## src/design/pfcd_pkg.sv

```systemverilog
`timescale 1ns / 1ps
// ----------------------------------------------------------------------------
// pfcd_pkg
// Shared types, format codes and ordered-dither helpers for the pixel
// format converter.
// ----------------------------------------------------------------------------
package pfcd_pkg;

    localparam int PIX_IN_W  = 24;
    localparam int COORD_W   = 12;
    localparam int PIX_OUT_W = 32;
    localparam int FMT_W     = 2;

    // Source format codes (code 3 behaves as RGB888)
    localparam logic [FMT_W-1:0] SRC_555 = 2'd0;
    localparam logic [FMT_W-1:0] SRC_565 = 2'd1;
    localparam logic [FMT_W-1:0] SRC_888 = 2'd2;

    // Display format codes (code 3 behaves as ARGB8888)
    localparam logic [FMT_W-1:0] DST_565  = 2'd0;
    localparam logic [FMT_W-1:0] DST_888  = 2'd1;
    localparam logic [FMT_W-1:0] DST_8888 = 2'd2;

    // Register indexes of the configuration port
    localparam logic REG_SRC_FORMAT = 1'b0;
    localparam logic REG_DST_FORMAT = 1'b1;

    localparam logic [7:0] ALPHA_OPAQUE = 8'hFF;

    typedef struct packed {
        logic [FMT_W-1:0] src_format;
        logic [FMT_W-1:0] dst_format;
    } t_fmt_cfg;

    // 3x3 patterns for 5-bit channels; bit (col3*3 + row3) of entry [low3]
    localparam logic [8:0] DITH5 [8] = '{
        9'b000010000,
        9'b001010000,
        9'b001010001,
        9'b001010101,
        9'b101010101,
        9'b101011101,
        9'b101011111,
        9'b111011111
    };

    // 2x2 patterns for the 6-bit channel; bit (col2*2 + row2) of entry [low2]
    localparam logic [3:0] DITH6 [4] = '{
        4'b0001,
        4'b1001,
        4'b1011,
        4'b1111
    };

    // Remainder by three: base-4 digits are congruent to themselves mod 3,
    // so fold the digit sum twice and finish with two compares.
    function automatic logic [1:0] mod3_12(input logic [COORD_W-1:0] v);
        logic [4:0] s1;
        logic [2:0] s2;
        logic [1:0] res;
        s1 = 5'(v[1:0]) + 5'(v[3:2]) + 5'(v[5:4])
           + 5'(v[7:6]) + 5'(v[9:8]) + 5'(v[11:10]);
        s2 = 3'(s1[1:0]) + 3'(s1[3:2]) + 3'(s1[4]);
        if (s2 >= 3'd6) begin
            res = 2'(s2 - 3'd6);
        end else if (s2 >= 3'd3) begin
            res = 2'(s2 - 3'd3);
        end else begin
            res = s2[1:0];
        end
        return res;
    endfunction

    function automatic logic dith5_bit(input logic [2:0] low3,
                                       input logic [1:0] c3,
                                       input logic [1:0] r3);
        logic [3:0] idx;
        idx = {1'b0, c3, 1'b0} + {2'b00, c3} + {2'b00, r3};
        return DITH5[low3][idx];
    endfunction

    function automatic logic dith6_bit(input logic [1:0] low2,
                                       input logic c2,
                                       input logic r2);
        return DITH6[low2][{c2, r2}];
    endfunction

endpackage

```

## src/design/pfcd_dither.sv

```systemverilog
`timescale 1ns / 1ps
// ----------------------------------------------------------------------------
// pfcd_dither
// Narrows an RGB888 pixel to RGB565 with position-dependent ordered dither
// and saturation at the channel maximum.
// ----------------------------------------------------------------------------
module pfcd_dither
    import pfcd_pkg::*;
(
    input  logic [PIX_IN_W-1:0] i_pixel,
    input  logic [COORD_W-1:0]  i_column,
    input  logic [COORD_W-1:0]  i_row,
    output logic [15:0]         o_pixel565
);

    logic [7:0] r8, g8, b8;
    logic [1:0] c3, r3;
    logic [5:0] r_sum, b_sum;
    logic [6:0] g_sum;
    logic [4:0] r5, b5;
    logic [5:0] g6;

    always_comb begin
        r8 = i_pixel[23:16];
        g8 = i_pixel[15:8];
        b8 = i_pixel[7:0];
        c3 = mod3_12(i_column);
        r3 = mod3_12(i_row);

        r_sum = {1'b0, r8[7:3]} + 6'(dith5_bit(r8[2:0], c3, r3));
        b_sum = {1'b0, b8[7:3]} + 6'(dith5_bit(b8[2:0], c3, r3));
        g_sum = {1'b0, g8[7:2]} + 7'(dith6_bit(g8[1:0], i_column[0], i_row[0]));

        // saturate on carry out of the channel width
        r5 = r_sum[5] ? 5'h1F : r_sum[4:0];
        b5 = b_sum[5] ? 5'h1F : b_sum[4:0];
        g6 = g_sum[6] ? 6'h3F : g_sum[5:0];

        o_pixel565 = {r5, g6, b5};
    end

endmodule

```

## src/design/pfcd_convert.sv

```systemverilog
`timescale 1ns / 1ps
// ----------------------------------------------------------------------------
// pfcd_convert
// Format selection: 555 remap, 565 widening by bit replication, dithered
// narrowing and alpha fill, chosen by the source and display formats.
// ----------------------------------------------------------------------------
module pfcd_convert
    import pfcd_pkg::*;
(
    input  t_fmt_cfg             i_cfg,
    input  logic [PIX_IN_W-1:0]  i_pixel,
    input  logic [COORD_W-1:0]   i_column,
    input  logic [COORD_W-1:0]   i_row,
    output logic [PIX_OUT_W-1:0] o_pixel
);

    logic [15:0] dith565;
    logic [15:0] p565;
    logic [23:0] wide888;
    logic [23:0] p888;
    logic        src_16bit;

    pfcd_dither u_dither (
        .i_pixel    (i_pixel),
        .i_column   (i_column),
        .i_row      (i_row),
        .o_pixel565 (dith565)
    );

    always_comb begin
        src_16bit = (i_cfg.src_format == SRC_555) || (i_cfg.src_format == SRC_565);

        // move 555 into 565 positions, green low bit zero
        if (i_cfg.src_format == SRC_555) begin
            p565 = {i_pixel[14:10], i_pixel[9:5], 1'b0, i_pixel[4:0]};
        end else begin
            p565 = i_pixel[15:0];
        end

        wide888 = {p565[15:11], p565[15:13],
                   p565[10:5],  p565[10:9],
                   p565[4:0],   p565[4:2]};

        p888 = src_16bit ? wide888 : i_pixel;

        unique case (i_cfg.dst_format)
            DST_565: begin
                o_pixel = {16'h0000, (src_16bit ? p565 : dith565)};
            end
            DST_888: begin
                o_pixel = {8'h00, p888};
            end
            default: begin
                o_pixel = {ALPHA_OPAQUE, p888};
            end
        endcase
    end

endmodule

```

## src/design/pixel_format_convert_dither.sv

```systemverilog
`timescale 1ns / 1ps
// ----------------------------------------------------------------------------
// pixel_format_convert_dither
// Converts a stream of source pixels (RGB555/565/888) with their screen
// position into display pixels (RGB565/888/ARGB8888).
// ----------------------------------------------------------------------------
// Usage:
//   Input channel i_s_*: one item per pixel, tdata carries the source pixel
//   with its display column and row. Output channel o_m_*: one converted
//   pixel per accepted item, in order.
//   Configuration: write src_format (index 0) and dst_format (index 1)
//   through i_cfg_* while no item is in flight; writes take effect at once.
//   Path: input register, then the conversion logic, then the result
//   register, which drives o_m_*.
//   Throughput: one item per cycle while i_m_tready is high; the
//   conversion is a single short combinational pass between the two
//   registers.
//   Stall: when the receiver holds i_m_tready low the result register holds,
//   the input register fills, and o_s_tready drops once both are occupied.
//   Reset: both pipeline stages empty, src_format = RGB888,
//   dst_format = RGB565.
// ----------------------------------------------------------------------------
module pixel_format_convert_dither
    import pfcd_pkg::*;
(
    input  logic                    i_clk,
    input  logic                    i_rst_n,
    // input items
    input  logic                    i_s_tvalid,
    output logic                    o_s_tready,
    input  logic [47:0]             i_s_tdata,   // pixel_in[23:0], column[35:24], row[47:36]
    // result items
    output logic                    o_m_tvalid,
    input  logic                    i_m_tready,
    output logic [PIX_OUT_W-1:0]    o_m_tdata,   // pixel_out[31:0]
    // configuration writes
    input  logic                    i_cfg_we,
    input  logic                    i_cfg_idx,
    input  logic [FMT_W-1:0]        i_cfg_wdata
);

    t_fmt_cfg              r_cfg;
    logic                  r_s1_valid;
    logic [PIX_IN_W-1:0]   r_s1_pixel;
    logic [COORD_W-1:0]    r_s1_column;
    logic [COORD_W-1:0]    r_s1_row;
    logic                  r_out_valid;
    logic [PIX_OUT_W-1:0]  r_out_pixel;

    logic                  out_load;
    logic                  s1_load;
    logic [PIX_OUT_W-1:0]  n_out_pixel;

    assign out_load   = r_s1_valid && (!r_out_valid || i_m_tready);
    assign o_s_tready = !r_s1_valid || out_load;
    assign s1_load    = i_s_tvalid && o_s_tready;

    always_ff @(posedge i_clk) begin
        if (!i_rst_n) begin
            r_cfg.src_format <= SRC_888;
            r_cfg.dst_format <= DST_565;
        end else if (i_cfg_we) begin
            unique case (i_cfg_idx)
                REG_SRC_FORMAT: r_cfg.src_format <= i_cfg_wdata;
                REG_DST_FORMAT: r_cfg.dst_format <= i_cfg_wdata;
                default: ;
            endcase
        end
    end

    // input register
    always_ff @(posedge i_clk) begin
        if (!i_rst_n) begin
            r_s1_valid <= 1'b0;
        end else if (o_s_tready) begin
            r_s1_valid <= i_s_tvalid;
        end
    end

    always_ff @(posedge i_clk) begin
        if (s1_load) begin
            r_s1_pixel  <= i_s_tdata[23:0];
            r_s1_column <= i_s_tdata[35:24];
            r_s1_row    <= i_s_tdata[47:36];
        end
    end

    pfcd_convert u_convert (
        .i_cfg    (r_cfg),
        .i_pixel  (r_s1_pixel),
        .i_column (r_s1_column),
        .i_row    (r_s1_row),
        .o_pixel  (n_out_pixel)
    );

    // result register
    always_ff @(posedge i_clk) begin
        if (!i_rst_n) begin
            r_out_valid <= 1'b0;
        end else if (!r_out_valid || i_m_tready) begin
            r_out_valid <= r_s1_valid;
        end
    end

    always_ff @(posedge i_clk) begin
        if (out_load) begin
            r_out_pixel <= n_out_pixel;
        end
    end

    assign o_m_tvalid = r_out_valid;
    assign o_m_tdata  = r_out_pixel;

    // an item waiting in the input register moves on when the result slot is free
    a_s1_advance: assert property (@(posedge i_clk) disable iff (!i_rst_n)
        r_s1_valid && !r_out_valid |=> r_out_valid)
        else $error("input item not advanced to free result register");

    // both stages full and stalled: no new item may enter
    a_full_blocks: assert property (@(posedge i_clk) disable iff (!i_rst_n)
        r_s1_valid && r_out_valid && !i_m_tready |-> !o_s_tready)
        else $error("input accepted while pipeline full and stalled");

    // RGB565 results occupy the low half only
    a_565_upper_zero: assert property (@(posedge i_clk) disable iff (!i_rst_n)
        r_out_valid && r_cfg.dst_format == DST_565 |-> o_m_tdata[31:16] == 16'h0000)
        else $error("RGB565 result has upper bits set");

endmodule
```

## config.mk

```make
export PLATFORM = sky130hd
export DESIGN_NAME = pixel_format_convert_dither
export DESIGN_NICKNAME = d
export VERILOG_FILES = /design/src/design/pfcd_pkg.sv /design/src/design/pfcd_dither.sv /design/src/design/pfcd_convert.sv /design/src/design/pixel_format_convert_dither.sv
export SDC_FILE = /design/constraint.sdc
export NUM_CORES = 1
export LEC_CHECK = 0
export BUFFER_PORTS_ARGS = -buffer_cell sky130_fd_sc_hd__buf_2
export CORE_MARGIN = 4
export CORE_UTILIZATION = 60
export CTS_CLUSTER_DIAMETER = 120
export DETAILED_ROUTE_END_ITERATION = 8
export GPL_TIMING_DRIVEN = 1
export HOLD_SLACK_MARGIN = 0.06
export PLACE_DENSITY = 0.95
export SYNTH_ARGS = -nofsm -noshare
export SYNTH_HDL_FRONTEND = slang
export SYNTH_SLANG_ARGS = --single-unit
```

## constraint.sdc

```tcl
create_clock -name i_clk -period 11.5 [get_ports i_clk]
set_clock_uncertainty 0.05 [all_clocks]
set_input_delay 2.3 -clock i_clk [delete_from_list [all_inputs] [get_ports i_clk]]
set_output_delay 2.3 -clock i_clk [all_outputs]
set_load 0.02 [all_outputs]
```

==> results.ini, run 1 <==
[outcome]
status = finished, final reports clean

[grt]
grt_pass1_wl_um = 15200
grtUsageTotal_pct = 22.04
overflow = 0
grt_pass1_vias = 3211
antenna_found_initial = 0
grt_max_degree = 49

[setup_path]
cp.required_ns = 11.55
path_common_cell = fa_1
critPathLaunchType = register
max_stage_delay_ns = 0.60
cp_slowest_cell = fa_1
startpoint = r_s1_row[0]$_DFFE_PP_
cp.arrival_ns = 8.26
critical_path_class = reg2reg
crit_fanout = 6
worstReg2RegStart = r_s1_row[0]$_DFFE_PP_
worstSetupEndpointType = register

[logic_synthesis]
postSynthCellCount = 395
synth_enable_flop_cells = 73
synth_top_cell_area_share_pct = 48.16
muxShareOfSynthArea_pct = 2.831
ys_seq_area_share_pct = 50.80
synth_top_flop_cell = edfxtp_1
synth_top_family_by_area = adder cells
syn-num-nets = 491
syn_avg_cell_area_um2 = 11.52
yosys_warnings = 0
syn_area_mm2 = 0.004552
yosysTopAreaCell = edfxtp_1
ys_async_sr_fraction_pct = 0
synthXorXnorAreaFrac_pct = 1.732
synth_area_leaders = edfxtp_1, fa_1, ha_1
synth_adder_area_share_pct = 14.51
yosys.cell_count.top_type = edfxtp_1
synth_simple_gate_area_share_pct = 8.988
synth_compound_area_share_pct = 13.69
synth_cell_type_count = 58
ys_seq_elements = 79
synth_common_cells = edfxtp_1, inv_1, nand2_1, a21oi_1, o21ai_0

[timing]
tns_ns = 0
min_period_over_period_pct = 71.43
finalSetupViolations = 0
rsz0062_at_grt = false
fmax_mhz = 121.7
worst_slew_pin_slew_ns = 1.258
relSlewSlack_pct = 15.76
hold_violations = 0
period_needed_ns = 8.215
slew_viol_final = 0

[die]
die_h_um = 95.10
num_rows = 31
die_area_mm2 = 0.009044
fp.dieW_um = 95.10
io_pins = 90
initial_core_util_pct = 62.09
core-area_mm2 = 0.007331

[clocking]
cts_made_buffers = 9
path_clk_slew_ns = 0.08
clock-root-buffer = clkbuf_8
cts_resized = 0
post_cts_buffers = 0
clock_latency_ns = 0.35
cts_tree = done
cts_buffer_depth = 2
cts_hold_buffers = 0
cts.sinks = 79
htreeDepth = 3

[drt]
vias_per_cell = 5.724
wl_per_cell_um = 16.27
drc = 0
drt_iter0_markers = 382
routed_wl_um = 9420
dr.pass1.iters = 5
vias = 3314
detail-route-antenna-nets = 0

[placement]
hpwl_um = 6911
gp_congestion = 0.9401
port_buffers = 89

[min_path]
worst_hold_startpoint = r_cfg[0]$_SDFFE_PN0P_
hold_class = reg2reg

[layout]
fill_cells = 492
area_growth_pct = 13.94
drive_above_1_share_pct = 23.33
final-seq-area_mm2 = 0.002312
multiInputGateArea_mm2 = 0.001904
nets = 571
antenna_cells = 0

[flow_run]
cap_violations = 0

-- routing by layer --
metal | wire (um) | share of wire (%) | track usage [%]
met1 | 3585 | 38 | 29.34
met2 | 4763 | 51 | 36.03
met3 | 830 | 8.8 | 3.788
met4 | 241 | 2.6 | 8.774
met5 | 0 | 0 | 0
-- flip-flops by register name, indices dropped and copies added (netlist names) --
register	flops
r_s1_pixel	24
r_cfg	4
r_s1_column	12
o_m_tvalid	1
r_s1_row	12
r_s1_valid	1
o_m_tdata	25
-- cells by family (layout without fill, tap and decap cells) --
family	after synthesis	in the layout
flops	79	79
simple gates	85	85
mux	11	11
buf+inv	74	159
fa+ha+maj	41	41
xor+xnor	9	9
compound gates	96	96
-- cells in the final DEF (no fill, tap or decap), drive strengths merged, types with 3 or more instances in the layout --
cell type	Yosys	layout
buf	15	90
a31oi	10	10
ha	20	20
edfxtp	73	73
o21ai	23	23
xnor2	5	5
dfxtp	6	6
nand2b	4	4
xor2	4	4
nor2b	12	12
nand3	10	10
nor3	5	5
o211ai	3	3
nand2	26	26
a211oi	5	5
a21oi	25	25
nor2	18	18
o221a	3	3
inv	53	53
fa	20	20
clkbuf	6	13
a21o	3	3
mux2i	8	8
a211o	3	3
-- metrics by stage --
stage	util, %	hold WS, ns	cells	setup WS, ns	cell area, um^2
6_report	70.75	0.4725	579	3.285	5186
5_1_grt	70.75	0.5168	579	2.879	5186
4_1_cts	70.75	0.4726	579	3.297	5186
3_5_place_dp	68.10	0.4626	563	3.328	4992
3_3_place_gp	68.10	0.4371	563	3.834	4992
2_1_floorplan	-	0.4222	395	4.017	4552
-- worst max-delay path: cells and delay by family, from the launching register on --
family | cells | cell delay (ns)
fa+ha+maj | 12 | 4.80
compound gates | 9 | 1.66
buf+inv | 6 | 0.39
flops | 1 | 0.46
simple gates | 4 | 0.62
-- final timing paths --
path	to	slack (ns)	depth (start not counted)
setup / recovery	o_m_tdata[1]$_DFFE_PP_	3.29	31
hold reg to reg	r_cfg[0]$_SDFFE_PN0P_	0.47	2
hold / removal	r_cfg[0]$_SDFFE_PN0P_	0.47	2
setup reg to reg	o_m_tdata[1]$_DFFE_PP_	3.29	31
-- layout make-up --
cell class,count,share of cell area (%)
clock buffer,13,2.871
clock inverter,3,0.8685
multi-input combinational,242,36.72
timing repair buffer,90,8.733
sequential,79,44.58
inverter,53,3.836
tap,99,2.388
Power of run 1 is left out: the tool's default activity adds up to more than one toggle a clock period on the data nets, which glitch-free logic cannot reach.
==> inputs of run 2 (changes only) <==
--- a/config.mk
+++ b/config.mk
@@ -7,12 +7,12 @@
 export LEC_CHECK = 0
 export BUFFER_PORTS_ARGS = -buffer_cell sky130_fd_sc_hd__buf_2
 export CORE_MARGIN = 4
-export CORE_UTILIZATION = 60
+export CORE_UTILIZATION = 56
 export CTS_CLUSTER_DIAMETER = 120
 export DETAILED_ROUTE_END_ITERATION = 8
 export GPL_TIMING_DRIVEN = 1
 export HOLD_SLACK_MARGIN = 0.06
-export PLACE_DENSITY = 0.95
+export PLACE_DENSITY = 0.91
 export SYNTH_ARGS = -nofsm -noshare
 export SYNTH_HDL_FRONTEND = slang
 export SYNTH_SLANG_ARGS = --single-unit
==> constraint.sdc (replaced) <==
create_clock -name i_clk -period 7.81 [get_ports i_clk]
set_clock_uncertainty 0.05 [all_clocks]
set_input_delay 1.562 -clock i_clk [delete_from_list [all_inputs] [get_ports i_clk]]
set_output_delay 1.562 -clock i_clk [all_outputs]
set_load 0.02 [all_outputs]
==> run 2 against run 1 <==
  * Count of clock-buffer cells in the layout shrank 3
  * Worst hold slack worse by 0.0045 ns
  * Critical path depth is 2 higher
  * First-iteration DRC count fell by 27%
==> results.ini, run 2 (synthesis gave the netlist of run 1 again) <==
[die]
die_h_um = 98.16  ; +3.2%
core-area_mm2 = 0.007807  ; +6.5%
io_pins = 90  ; unchanged
fp.dieW_um = 98.16  ; +3.2%
initial_core_util_pct = 58.30  ; -3.8 points
die_area_mm2 = 0.009634  ; +6.5%
num_rows = 32  ; +3.2%

[setup_path]
cp_slowest_cell = fa_2
cp.required_ns = 7.86  ; -3.69 ns
cp.arrival_ns = 7.67  ; -0.59 ns
worstReg2RegStart = r_s1_column[0]$_DFFE_PP_
worstSetupEndpointType = register
critical_path_class = reg2reg
max_stage_delay_ns = 0.59  ; about the same
regToRegSetupSlack_ns = 0.19  ; -3.10 ns
critPathLaunchType = register
startpoint = r_s1_column[0]$_DFFE_PP_
crit_fanout = 6  ; unchanged

[clocking]
cts_buffer_depth = 2  ; unchanged
cts_tree = done
clock-root-buffer = clkbuf_8
htreeDepth = 3  ; unchanged
cts_hold_buffers = 0  ; unchanged
cts_made_buffers = 9  ; unchanged
cts.sinks = 79  ; unchanged
path_clk_slew_ns = 0.08  ; about the same
clock_latency_ns = 0.35  ; about the same

[timing]
min_period_over_period_pct = 97.58  ; +26 points
fmax_mhz = 131.2  ; +7.8%
rsz0062_at_grt = true
finalSetupViolations = 0  ; unchanged
worst_slew_pin_slew_ns = 1.263  ; +0.005209 ns
hold_violations = 0  ; unchanged
slew_viol_final = 0  ; unchanged
relSlewSlack_pct = 15.41  ; -0.35 points
period_needed_ns = 7.621  ; -0.5938 ns
hold_slack_ns = 0.4680  ; -0.004548 ns
tns_ns = 0  ; unchanged

[drt]
vias = 3342  ; +0.84%
drc = 0  ; unchanged
vias_per_cell = 5.674  ; -0.87%
routed_wl_um = 9596  ; +1.9%
wl_per_cell_um = 16.29  ; +0.14%
dr.pass1.iters = 5  ; unchanged
drt_iter0_markers = 279  ; -27%
detail-route-antenna-nets = 0  ; unchanged

[layout]
nets = 578  ; +1.2%
largest_register_ff_count = 25  ; unchanged
layout.cells.most_common_list = buf_2, edfxtp_1, inv_1, nand2_1, a21oi_1
antenna_cells = 0  ; unchanged
drive_above_1_share_pct = 31.21  ; +7.9 points
area_growth_pct = 17.92
mostFrequentLayoutCell = buf_2
final_area_mm2 = 0.005368  ; +3.5%

[min_path]
hold_class = reg2reg
worst_hold_startpoint = r_s1_valid$_SDFFE_PN0N_

[flow_run]
cap_violations = 0  ; unchanged

[outcome]
status = finished, final reports clean

[grt]
grt_pass1_wl_um = 15090  ; -0.72%
overflow = 0  ; unchanged
antenna_found_initial = 0  ; unchanged
grt_max_degree = 49  ; unchanged
grt_pass1_vias = 3256  ; +1.4%
grtUsageTotal_pct = 19.60  ; -2.4 points

[placement]
place_area_mm2 = 0.005004  ; +0.23%
port_buffers = 89  ; unchanged
hpwl_um = 6635  ; -4.0%
gp_congestion = 0.9210  ; -2.0%

-- run 2: worst max-delay path: cells and delay by family (launching register included) --
kind / cells / cell delay (ns)
adder cells (fa/ha/maj): 11 / 4.23
AND/OR/NAND/NOR: 4 / 0.45
flip-flops: 1 / 0.39
buffers and inverters: 10 / 0.69
AO/OA/AOI/OAI: 7 / 1.10
multiplexers: 1 / 0.44
-- run 2: per-stage QoR --
step                setup slack (ns)  utilization (%)  std cells
finish                        0.1889            68.75        589
floorplan                     0.3270                -        395
global route                 -0.1780            68.75        589
detailed placement           -0.1505            64.09        567
CTS                         0.001044            66.88        585
global placement              0.1704            64.09        567
-- run 2: path summary, 6_finish.rpt --
kind	depth (start not counted)	endpoint
worst max-delay path	33	o_m_tdata[14]$_DFFE_PP_
worst min-delay path	1	o_m_tvalid$_SDFFE_PN0P_
worst max register to register	33	o_m_tdata[14]$_DFFE_PP_
worst min register to register	1	o_m_tvalid$_SDFFE_PN0P_
-- run 2: metal layers --
metal	up-vias	part of all wire, %	global-route usage, %
li1	1571	-	-
met1	1567	39	25.35
met2	174	49	32.77
met3	30	8.9	3.571
met4	0	2.7	7.983
met5	-	0	0
-- run 2: layout make-up --
class                      instances  area (um^2)
inverter                          53        198.9
clock buffer                      10        127.6
tap                              102        127.6
sequential                        79         2312
timing repair buffer              97        513.0
fill                             549         2440
multi-input combinational        242         2028
clock inverter                     6        60.06
-- run 2: repair_timing --
item                       4_1_cts  5_1_grt
buffers inserted                 2        4
pin swaps                        2       19
setup endpoints to repair        7       10
gates resized for setup          5       39
Power of run 2 is left out for the same reason.
